`src/hdl/rtc_pkg.sv`:
```
// Shared types, constants and character functions of the radix text converter.
package rtc_pkg;

  localparam int VALUE_WIDTH_DEF = 64;
  localparam int DIGIT_DEPTH_DEF = 64;

  localparam logic [7:0] CH_ZERO  = 8'h30;
  localparam logic [7:0] CH_NINE  = 8'h39;
  localparam logic [7:0] CH_UA    = 8'h41;
  localparam logic [7:0] CH_UZ    = 8'h5A;
  localparam logic [7:0] CH_LA    = 8'h61;
  localparam logic [7:0] CH_LZ    = 8'h7A;
  localparam logic [7:0] CH_NUL   = 8'h00;

  localparam logic [5:0] DEC_BASE    = 6'd10;
  localparam logic [5:0] MIN_RADIX   = 6'd2;
  localparam logic [5:0] MAX_RADIX   = 6'd36;
  localparam logic [5:0] NOT_A_DIGIT = 6'd63;

  localparam logic [5:0] SOURCE_RESET = 6'd10;
  localparam logic [5:0] TARGET_RESET = 6'd16;

  localparam logic CFG_SOURCE_RADIX = 1'b0;
  localparam logic CFG_TARGET_RADIX = 1'b1;

  localparam logic [1:0] STATUS_OK        = 2'd0;
  localparam logic [1:0] STATUS_BAD_DIGIT = 2'd1;
  localparam logic [1:0] STATUS_BAD_RADIX = 2'd2;

  typedef struct packed {
    logic load;
    logic step;
    logic clear_rem;
  } div_ctrl_t;

  function automatic logic [5:0] char_value(input logic [7:0] ch);
    logic [5:0] v;
    v = NOT_A_DIGIT;
    if (ch >= CH_ZERO && ch <= CH_NINE) begin
      v = 6'(ch - CH_ZERO);
    end else if (ch >= CH_UA && ch <= CH_UZ) begin
      v = 6'(ch - CH_UA) + DEC_BASE;
    end else if (ch >= CH_LA && ch <= CH_LZ) begin
      v = 6'(ch - CH_LA) + DEC_BASE;
    end
    return v;
  endfunction

  function automatic logic [6:0] value_char(input logic [5:0] v);
    logic [6:0] c;
    if (v < DEC_BASE) begin
      c = 7'(CH_ZERO) + 7'(v);
    end else begin
      c = 7'(CH_UA) + 7'(v) - 7'(DEC_BASE);
    end
    return c;
  endfunction

endpackage

```
`src/hdl/radix_text_converter.sv`:
```
// Top level of the radix text converter: parser, conversion sequencer and outputs.
//
// A number arrives as ASCII text, one byte per transfer on start/text_byte; a
// transfer happens at a clock edge where start is high and busy is low. A zero
// byte ends the number. Each digit byte passes through a single multiply-add,
// and busy stays low while digits arrive.
// On the terminator an error gives one result on the following cycle. Otherwise
// the accumulator is divided by target_radix in a shared restoring divider, one
// quotient bit per cycle, for each output digit. The digits are then read back
// from the digit store, most significant first, each through ST_READ and then
// ST_SEND, with busy high until the last digit has been sent.
// Each result is shown for one cycle with strobe high; the receiver cannot stall.
// The user must write registers via cfg_valid/cfg_ready/cfg_index/cfg_data only
// while the block is idle, which it does not enforce. cfg_ready is always high.
// A synchronous reset clears the number in progress and sets source_radix to 10
// and target_radix to 16.
module radix_text_converter #(
  parameter int VALUE_WIDTH = rtc_pkg::VALUE_WIDTH_DEF,
  parameter int DIGIT_DEPTH = rtc_pkg::DIGIT_DEPTH_DEF
) (
  input  logic       clk,
  input  logic       rst,
  input  logic       start,
  output logic       busy,
  input  logic [7:0] text_byte,
  input  logic       cfg_valid,
  output logic       cfg_ready,
  input  logic       cfg_index,
  input  logic [5:0] cfg_data,
  output logic       strobe,
  output logic [6:0] digit_char,
  output logic [6:0] digit_total,
  output logic [1:0] status,
  output logic       last_digit
);

  localparam int AW = $clog2(DIGIT_DEPTH);
  localparam int CW = $clog2(DIGIT_DEPTH + 1);
  localparam int SW = $clog2(VALUE_WIDTH);

  typedef enum logic [4:0] {
    ST_IDLE  = 5'b00001,
    ST_DIV   = 5'b00010,
    ST_DIGIT = 5'b00100,
    ST_READ  = 5'b01000,
    ST_SEND  = 5'b10000
  } state_t;

  state_t                 state;
  logic [5:0]             source_radix;
  logic [5:0]             target_radix;
  logic [VALUE_WIDTH-1:0] accumulator;
  logic                   parse_failed;
  logic [CW-1:0]          stored_count;
  logic [SW-1:0]          step_cnt;
  logic [AW-1:0]          rd_ptr;

  logic                   accept;
  logic                   is_term;
  logic                   bad_radix;
  logic [5:0]             byte_value;
  logic [VALUE_WIDTH-1:0] product;
  rtc_pkg::div_ctrl_t     div_ctrl;
  logic [VALUE_WIDTH-1:0] quotient;
  logic [5:0]             remainder;
  logic [5:0]             rd_data;
  logic                   stop_div;

  assign busy       = (state != ST_IDLE);
  assign cfg_ready  = 1'b1;
  assign accept     = start && !busy;
  assign is_term    = (text_byte == rtc_pkg::CH_NUL);
  assign bad_radix  = (target_radix < rtc_pkg::MIN_RADIX) ||
                      (target_radix > rtc_pkg::MAX_RADIX);
  assign byte_value = rtc_pkg::char_value(text_byte);
  assign product    = accumulator * VALUE_WIDTH'(source_radix);
  assign stop_div   = (quotient == '0) || (stored_count == CW'(DIGIT_DEPTH - 1));

  assign div_ctrl.load      = accept && is_term && !parse_failed && !bad_radix;
  assign div_ctrl.step      = (state == ST_DIV);
  assign div_ctrl.clear_rem = (state == ST_DIGIT);

  rtc_div_unit #(
    .VALUE_WIDTH(VALUE_WIDTH)
  ) u_div (
    .clk       (clk),
    .ctrl      (div_ctrl),
    .load_value(accumulator),
    .divisor   (target_radix),
    .quotient  (quotient),
    .remainder (remainder)
  );

  rtc_digit_mem #(
    .DIGIT_DEPTH(DIGIT_DEPTH),
    .AW         (AW)
  ) u_mem (
    .clk    (clk),
    .wr_en  (state == ST_DIGIT),
    .wr_addr(stored_count[AW-1:0]),
    .wr_data(remainder),
    .rd_addr(rd_ptr),
    .rd_data(rd_data)
  );

  always_ff @(posedge clk) begin
    if (rst) begin
      source_radix <= rtc_pkg::SOURCE_RESET;
      target_radix <= rtc_pkg::TARGET_RESET;
    end else if (cfg_valid && cfg_ready) begin
      case (cfg_index)
        rtc_pkg::CFG_SOURCE_RADIX: source_radix <= cfg_data;
        rtc_pkg::CFG_TARGET_RADIX: target_radix <= cfg_data;
        default: ;
      endcase
    end
  end

  always_ff @(posedge clk) begin
    if (rst) begin
      state        <= ST_IDLE;
      accumulator  <= '0;
      parse_failed <= 1'b0;
      stored_count <= '0;
      step_cnt     <= '0;
      rd_ptr       <= '0;
      strobe       <= 1'b0;
    end else begin
      strobe <= 1'b0;
      case (state)
        ST_IDLE: begin
          if (accept) begin
            if (!is_term) begin
              if (!parse_failed) begin
                if (byte_value >= source_radix) begin
                  parse_failed <= 1'b1;
                end else begin
                  accumulator <= product + VALUE_WIDTH'(byte_value);
                end
              end
            end else begin
              accumulator  <= '0;
              parse_failed <= 1'b0;
              stored_count <= '0;
              if (parse_failed || bad_radix) begin
                strobe      <= 1'b1;
                digit_char  <= 7'd0;
                digit_total <= 7'd0;
                status      <= parse_failed ? rtc_pkg::STATUS_BAD_DIGIT
                                            : rtc_pkg::STATUS_BAD_RADIX;
                last_digit  <= 1'b1;
              end else begin
                step_cnt <= '0;
                state    <= ST_DIV;
              end
            end
          end
        end
        ST_DIV: begin
          step_cnt <= step_cnt + 1'b1;
          if (step_cnt == SW'(VALUE_WIDTH - 1)) begin
            step_cnt <= '0;
            state    <= ST_DIGIT;
          end
        end
        ST_DIGIT: begin
          stored_count <= stored_count + 1'b1;
          if (stop_div) begin
            rd_ptr <= stored_count[AW-1:0];
            state  <= ST_READ;
          end else begin
            state <= ST_DIV;
          end
        end
        ST_READ: begin
          state <= ST_SEND;
        end
        ST_SEND: begin
          strobe      <= 1'b1;
          digit_char  <= rtc_pkg::value_char(rd_data);
          digit_total <= 7'(stored_count);
          status      <= rtc_pkg::STATUS_OK;
          last_digit  <= (rd_ptr == '0);
          if (rd_ptr == '0) begin
            stored_count <= '0;
            state        <= ST_IDLE;
          end else begin
            rd_ptr <= rd_ptr - 1'b1;
            state  <= ST_READ;
          end
        end
        default: begin
          state <= ST_IDLE;
        end
      endcase
    end
  end

endmodule

```
`src/hdl/rtc_div_unit.sv`:
```
// Shared restoring divider that produces one quotient bit per cycle in place while ctrl.step is high.
module rtc_div_unit #(
  parameter int VALUE_WIDTH = rtc_pkg::VALUE_WIDTH_DEF
) (
  input  logic                   clk,
  input  rtc_pkg::div_ctrl_t     ctrl,
  input  logic [VALUE_WIDTH-1:0] load_value,
  input  logic [5:0]             divisor,
  output logic [VALUE_WIDTH-1:0] quotient,
  output logic [5:0]             remainder
);

  logic [VALUE_WIDTH-1:0] num;
  logic [5:0]             rem;
  logic [6:0]             rem_shift;
  logic [6:0]             rem_sub;
  logic                   fits;

  assign rem_shift = {rem, num[VALUE_WIDTH-1]};
  assign rem_sub   = rem_shift - {1'b0, divisor};
  assign fits      = rem_shift >= {1'b0, divisor};

  always_ff @(posedge clk) begin
    if (ctrl.load) begin
      num <= load_value;
      rem <= 6'd0;
    end else if (ctrl.step) begin
      num <= {num[VALUE_WIDTH-2:0], fits};
      rem <= fits ? rem_sub[5:0] : rem_shift[5:0];
    end else if (ctrl.clear_rem) begin
      rem <= 6'd0;
    end
  end

  assign quotient  = num;
  assign remainder = rem;

endmodule

```
`src/hdl/rtc_digit_mem.sv`:
```
// Digit store: one write port and one registered read port.
module rtc_digit_mem #(
  parameter int DIGIT_DEPTH = rtc_pkg::DIGIT_DEPTH_DEF,
  parameter int AW          = $clog2(DIGIT_DEPTH)
) (
  input  logic          clk,
  input  logic          wr_en,
  input  logic [AW-1:0] wr_addr,
  input  logic [5:0]    wr_data,
  input  logic [AW-1:0] rd_addr,
  output logic [5:0]    rd_data
);

  logic [5:0] mem [DIGIT_DEPTH];

  always_ff @(posedge clk) begin
    if (wr_en) begin
      mem[wr_addr] <= wr_data;
    end
    rd_data <= mem[rd_addr];
  end

endmodule

```
`config.mk`:
```
export PLATFORM = sky130hd
export DESIGN_NAME = radix_text_converter
export DESIGN_NICKNAME = d
export VERILOG_FILES = /design/src/hdl/rtc_pkg.sv /design/src/hdl/radix_text_converter.sv /design/src/hdl/rtc_div_unit.sv /design/src/hdl/rtc_digit_mem.sv
export SDC_FILE = /design/constraint.sdc
export NUM_CORES = 2
export LEC_CHECK = 0
export ABC_AREA = 1
export BUFFER_PORTS_ARGS = -buffer_cell sky130_fd_sc_hd__buf_2
export CAP_MARGIN = 20
export CELL_PAD_IN_SITES_DETAIL_PLACEMENT = 0
export CELL_PAD_IN_SITES_GLOBAL_PLACEMENT = 1
export CORE_MARGIN = 3
export CORE_UTILIZATION = 50
export DETAILED_ROUTE_END_ITERATION = 16
export PLACE_DENSITY_LB_ADDON = 0.08
export SLEW_MARGIN = 20
export SYNTH_ARGS = -nofsm -noshare
export SYNTH_HDL_FRONTEND = slang
export SYNTH_SLANG_ARGS = --single-unit
```
`constraint.sdc`:
```
create_clock -name clk -period 6.2 [get_ports clk]
set_input_delay 0.93 -clock clk [delete_from_list [all_inputs] [get_ports clk]]
set_output_delay 0.93 -clock clk [all_outputs]
set_load 0.01 [all_outputs]
```
# [After elaboration in Yosys (flattened, before gate mapping)]
# Memories as Yosys holds them, arrays and structs flattened. A register that Yosys moved wholly into a read port is not among the register bits.
# Index checks and enable logic that the tools add are counted.
[word_totals] reg_bits=189 ramBits=384 input_bits=19 out_inout_bits=20 elab_cells=146 mem_count=1
[mem_list] name="u_mem.mem" depth=64 word_bits=6 rd=1 rd_clocked_by_memory_dff=1 wr=1 line="rtc_digit_mem.sv:14" source="logic [5:0] mem [DIGIT_DEPTH];"
[op_classes] n_addsub=13 mul=1 n_lt_le_gt_ge=11 eq_ne=18 muxes=54 bitwise=2 reduce_logical=31
[op_table] op="$mux W64" n=5
[op_table] op="$mux W6" n=12
[op_table] op="$add A64 B6 Y64" n=1
[op_table] op="$logic_not A64 Y1" n=1
[op_table] op="$mul A64 B6 Y64" n=1
[op_table] op="$mux W7" n=7
[op_table] op="$pmux W7 S2" n=2
[op_table] op="$pmux W5 S5" n=1
[op_table] op="$pmux W6 S2" n=2
[op_table] op="$pmux W7 S3" n=1
[op_table] op="$mux W5" n=4
[op_table] op="$ge A8 B7 Y1 const B" n=2
[op_table] op="$le A8 B7 Y1 const B" n=2
[op_table] op="$ne A2 B2 Y1 const B" n=8
[op_table] op="$reduce_and A4 Y1" n=4
[op_table] op="$add A6 B4 Y6 const B" n=2
[op_table] op="$sub A6 B1 Y6 const B" n=2
[op_table] op="$sub A6 B6 Y6 const B" n=2
[op_table] op="$mux W1" n=11
[op_table] op="$reduce_bool A2 Y1" n=5
[op_table] op="$ge A8 B6 Y1 const B" n=1
[op_table] op="$le A8 B6 Y1 const B" n=1
[op_table] op="$logic_not A8 Y1" n=1
[op_table] op="$mux W2" n=4
[op_table] op="other kinds (32)" n=48

# [Depth between registers and ports, before layout]
[logic_depth] word_depth=9 depth_mapped=29 mapped_depth_nobuf=29

# [Cells and area by module]
# From an unflattened synthesis, not the netlist that was laid out.
[hier_totals] cells_unflattened=4840 area_unflattened_um2=39185.1
[by_module_without_submodules] module="radix_text_converter" instances=1 cells_each=3083 area_each_um2=19904.1 seq_area_each_um2=2552.4
[by_module_without_submodules] module="rtc_digit_mem" instances=1 cells_each=1390 area_each_um2=15947.8 seq_area_each_um2=11651.2
[by_module_without_submodules] module="rtc_div_unit" instances=1 cells_each=367 area_each_um2=3333.2 seq_area_each_um2=2042.0

# [Worst setup path before layout]
# OpenSTA, ideal clock, no wires.
[synth_path] kind="register to register" from="register source_radix[5]" to="register accumulator[20]" setup_time_ns=0.121 arrival_ns=4.647 t_required_ns=6.079 slack_ns=1.432 path_stages_with_launch=24 n_path_buf=3 synth_period_minus_slack_ns=4.768 path_cell_list="dfxtp_1 > clkbuf_1 > clkbuf_1 > buf_1 > nand2_1 > fa_1 > fa_1 > inv_1 > fa_1 > inv_1 > fa_1 > inv_1 > ha_1 > nand2_1 > nand2_1 > nand2_1 > nand2_1 > a21oi_1 > nand2_1 > nand2_1 > nand2_1 > or2_2 > nand3_1 > o21ai_0"
[synth_via] elab_chain_len=5 elab_cells_between_ends=8 cone_classes="add/sub: 1; mul: 1; order compare: 1; eq/ne: 1; mux: 3; reduce/logical: 1"
[synth_rtl] item="from (decl)" line="radix_text_converter.sv:50" source="logic [5:0] source_radix;"
[synth_rtl] item="from (signal assigned)" line="radix_text_converter.sv:108" source="source_radix <= rtc_pkg::SOURCE_RESET;"
[synth_rtl] item="from (signal assigned)" line="radix_text_converter.sv:112" source="rtc_pkg::CFG_SOURCE_RADIX: source_radix <= cfg_data;"
[synth_rtl] item="$mul A64 B6 Y64" line="radix_text_converter.sv:76" source="assign product = accumulator * VALUE_WIDTH'(source_radix);"
[synth_rtl] item="$add A64 B6 Y64" line="radix_text_converter.sv:138" source="accumulator <= product + VALUE_WIDTH'(byte_value);"
[synth_rtl] item="$mux W64" line="radix_text_converter.sv:135" source="if (byte_value >= source_radix) begin"
[synth_rtl] item="$mux W64" line="radix_text_converter.sv:134" source="if (!parse_failed) begin"
[synth_rtl] item="$mux W64" line="radix_text_converter.sv:133" source="if (!is_term) begin"
[synth_rtl] item="to (signal assigned)" line="radix_text_converter.sv:138"
[synth_rtl] item="to (decl)" line="radix_text_converter.sv:52" source="logic [VALUE_WIDTH-1:0] accumulator;"
# Several ways; a longest one is shown, not always the timed one. The select of a mux whose other input is x is not followed.
# A chain may end at the register's enable or synchronous reset.

# [Worst setup path after layout]
[layout_path] from="register source_radix[0]" to="register accumulator[51]"
# The elaborated chain is that of the path after synthesis.

==> impl_metrics.env <==
export IMPL_finalHoldViolations=0
export IMPL_power_density_mw_per_mm2=214.9
export IMPL_chipHeight_um=282.8
export IMPL_drc=0
export IMPL_arrival_ns=5.46
export IMPL_die_w_um=282.8
export IMPL_status="completed"
export IMPL_clock_root_buffer="clkbuf_16"
export IMPL_synth_net_count=4955
export IMPL_cp_start_kind="flip-flop"
export IMPL_period_needed_ns=4.923
export IMPL_p_total_mw=8.890
export IMPL_gp_congestion=0.9119
export IMPL_yosys_area_top_type="edfxtp_1"
export IMPL_ys_flop_type="edfxtp_1"
export IMPL_yosysSeqAreaShare=0.4240
export IMPL_netlist_top_cells_area="edfxtp_1 36%, fa_1 13%, nand2_1 12%, inv_1 7.3%, dfxtp_1 6.0%"
export IMPL_fin_nets=4881
export IMPL_pre_cts_slack_ns=1.298
export IMPL_p_leak_nw=20.04
export IMPL_drt_pass1_iterations=5
export IMPL_critPathRequiredTime_ns=6.73
export IMPL_hold_path_class="reg -> reg"
export IMPL_slew_viol_final=0
export IMPL_overflow=0
export IMPL_portBuffers=37
export IMPL_detail_route_vias_per_cell=5.331
export IMPL_fmax_ghz=0.2031
export IMPL_syn_cell_area_mm2=0.03832
export IMPL_io_pins=39
export IMPL_grt_pass1_vias=29567
export IMPL_slowest_stage="dfxtp_2"
export IMPL_dieArea_mm2=0.07999
export IMPL_cts_tree="yes"
export IMPL_grt_pass1_wl_um=169300
export IMPL_rows=100
export IMPL_synthDistinctLibCells=50
export IMPL_path_cells="buf_12, nand2_1, fa_1, fa_1, inv_1, fa_1, ha_1, ha_1, nand2_1, nor2_1, nand2_1, nor2_1, and3_1, nand2_1, nand3_1, nand2_1, nand3_1, nand2_1"
export IMPL_cts_resized=0
export IMPL_crit_type="reg -> reg"
export IMPL_setup_violations=0
export IMPL_synth_edf_count=465
export IMPL_path_common_cell="nand2_1"
export IMPL_relSlewSlack=0.3346
export IMPL_synth_async_sr_flop_share=0
export IMPL_period_share=0.7941
export IMPL_wire_per_inst_um=19.27
export IMPL_core_region_area_mm2=0.07520
export IMPL_post_synth_inst_count=4539
export IMPL_cts_buffers=66
export IMPL_worstSetupEndpointType="flip-flop"
export IMPL_maxCapViolCount=0
export IMPL_tns_ns=0
export IMPL_rsz0062_at_grt="false"
export IMPL_worst_slew_pin_slew_ns=0.9982
export IMPL_h_tree_depth=3
export IMPL_dpl_instance_area_mm2=0.03923
export IMPL_final_layout_size_suffix_gt1_frac=0.04872
export IMPL_ys_warnings_count=0
export IMPL_insertion_delay_ns=0.63
export IMPL_yosysMostFrequentCell="nand2_1"
export IMPL_area_growth_pct=7.958
export IMPL_cpPeakStageDelay_ns=0.63
export IMPL_wl_um=106700
export IMPL_cts_buffer_depth=3
export IMPL_hold_buffers=0
export IMPL_hpwl_um=74790
export IMPL_initial_core_util=0.5095
export IMPL_path_max_fanout=43
export IMPL_whs_ns=0.4859
export IMPL_ant_nets=0
export IMPL_n_fill_cell=7068
export IMPL_vias=29513
export IMPL_worst_slack_ns=1.277
export IMPL_grt_max_degree=165
export IMPL_fin_skew_ns=0.05023
export IMPL_critPathTopFamily="adder cells"
export IMPL_post_cts_setup_buffers=0
export IMPL_drt_iter0_markers=2374
export IMPL_synth_seq_cells=579
export IMPL_clock_sinks=579
export IMPL_synth_top_cell_area_share=0.3644
export IMPL_post_route_cell_area_mm2=0.04136
export IMPL_path_buf_inv=2
export IMPL_path_clk_slew_ns=0.06
export IMPL_grt_usage=0.2729
export IMPL_antenna_cells=0
export IMPL_syn_area_per_cell_um2=8.441
export IMPL_synthTopCellsByCount="1197 x nand2_1, 748 x inv_1, 465 x edfxtp_1"
export IMPL_vdd_drop_max_mv=0.1773
export IMPL_antenna_found_initial=0
## cell type report
cell class | count | area [um2] | share of cell area
multi-input combinational | 2989 | 18290 | 0.4421
sequential | 579 | 16270 | 0.3933
inverter | 759 | 2853 | 0.06897
clock buffer | 81 | 1718 | 0.04153
tap | 1020 | 1276 | 0.03085
timing repair buffer | 70 | 545.5 | 0.01319
clock inverter | 38 | 419.2 | 0.01013
## path summary, 6_finish.rpt
| path | start | endpoint | slack (ns) | cells past startpoint |
|---|---|---|---|---|
| worst max-delay path | source_radix[0] | accumulator[51] | 1.28 | 18 |
| worst min-delay path | step_cnt[1] | step_cnt[1] | 0.49 | 2 |
| worst max register to register | source_radix[0] | accumulator[51] | 1.28 | 18 |
| worst min register to register | step_cnt[1] | step_cnt[1] | 0.49 | 2 |
## worst reg2reg max path: cells and delay by family (launching register included)
kind / cells / cell delay [ns]
fa+ha+maj: 5 / 2.22
simple gates: 11 / 1.65
flops: 1 / 0.63
buf+inv: 2 / 0.34
## cells in the final DEF, fill, tap and decap left out, types with 10 or more instances in the layout
master	netlist	final
o21ai_0	343	343
nand2_1	1197	1197
or2_2	18	18
nor2_1	448	448
edfxtp_1	465	465
clkbuf_16	0	66
o211ai_1	17	17
clkinv_1	0	16
o221ai_1	16	16
dfxtp_2	0	14
dfxtp_1	114	99
o21bai_1	13	13
o21ai_1	20	20
ha_1	156	156
fa_1	241	241
buf_2	77	37
nand3_1	148	148
xor2_1	10	10
o22ai_1	88	88
clkbuf_1	113	14
nor3_1	21	21
xnor2_1	11	11
nand4_1	50	50
nand3b_1	21	21
inv_1	748	748
buf_4	12	24
a21oi_1	133	132
## cell families after synthesis
family                     count (synthesis)  share of synthesized area
and+or+nand+nor                         1927                     0.2034
AOI/OAI and AO/OA                        643                    0.09173
buffers and inverters                    971                    0.09911
adders and majority gates                397                     0.1769
xor gates and xnor gates                  21                   0.004800
other                                      1                 0.00009787
DFF                                      579                     0.4240
## state kept, by name (all words and copies together), names as in the netlist
signal and flops:
accumulator 64, source_radix 6, last_digit 1, digit_total 7, step_cnt 6, u_div.quotient 64, status 2, state 5
u_mem.rd_data 6, u_div.remainder 6, digit_char 7, parse_failed 1, rd_ptr 6, u_mem.mem 384, target_radix 6, stored_count 7
strobe 1
## per-layer routing
metal	part of all wire	track usage	vias up
li1	-	-	14355
met3	0.049	0.03085	155
met2	0.48	0.4612	745
met4	0.026	0.07464	0
met5	0	0	-
met1	0.45	0.3753	14258
## stage by stage
step,cells,util
2_1_floorplan,4539,-
3_3_place_gp,5417,0.5217
3_5_place_dp,5417,0.5217
4_1_cts,5536,0.5501
5_1_grt,5536,0.5501
6_report,5536,0.5501
## where the power goes
group	internal [mW]	switching (mW)	total (mW)	leakage, nW
registers	4.34	0.0317	4.37	5.02
clock network	2.15	1.71	3.86	1.03
logic	0.167	0.488	0.656	14.0
total	6.66	2.23	8.89	20.0
Power figures use the tool's default switching activity.
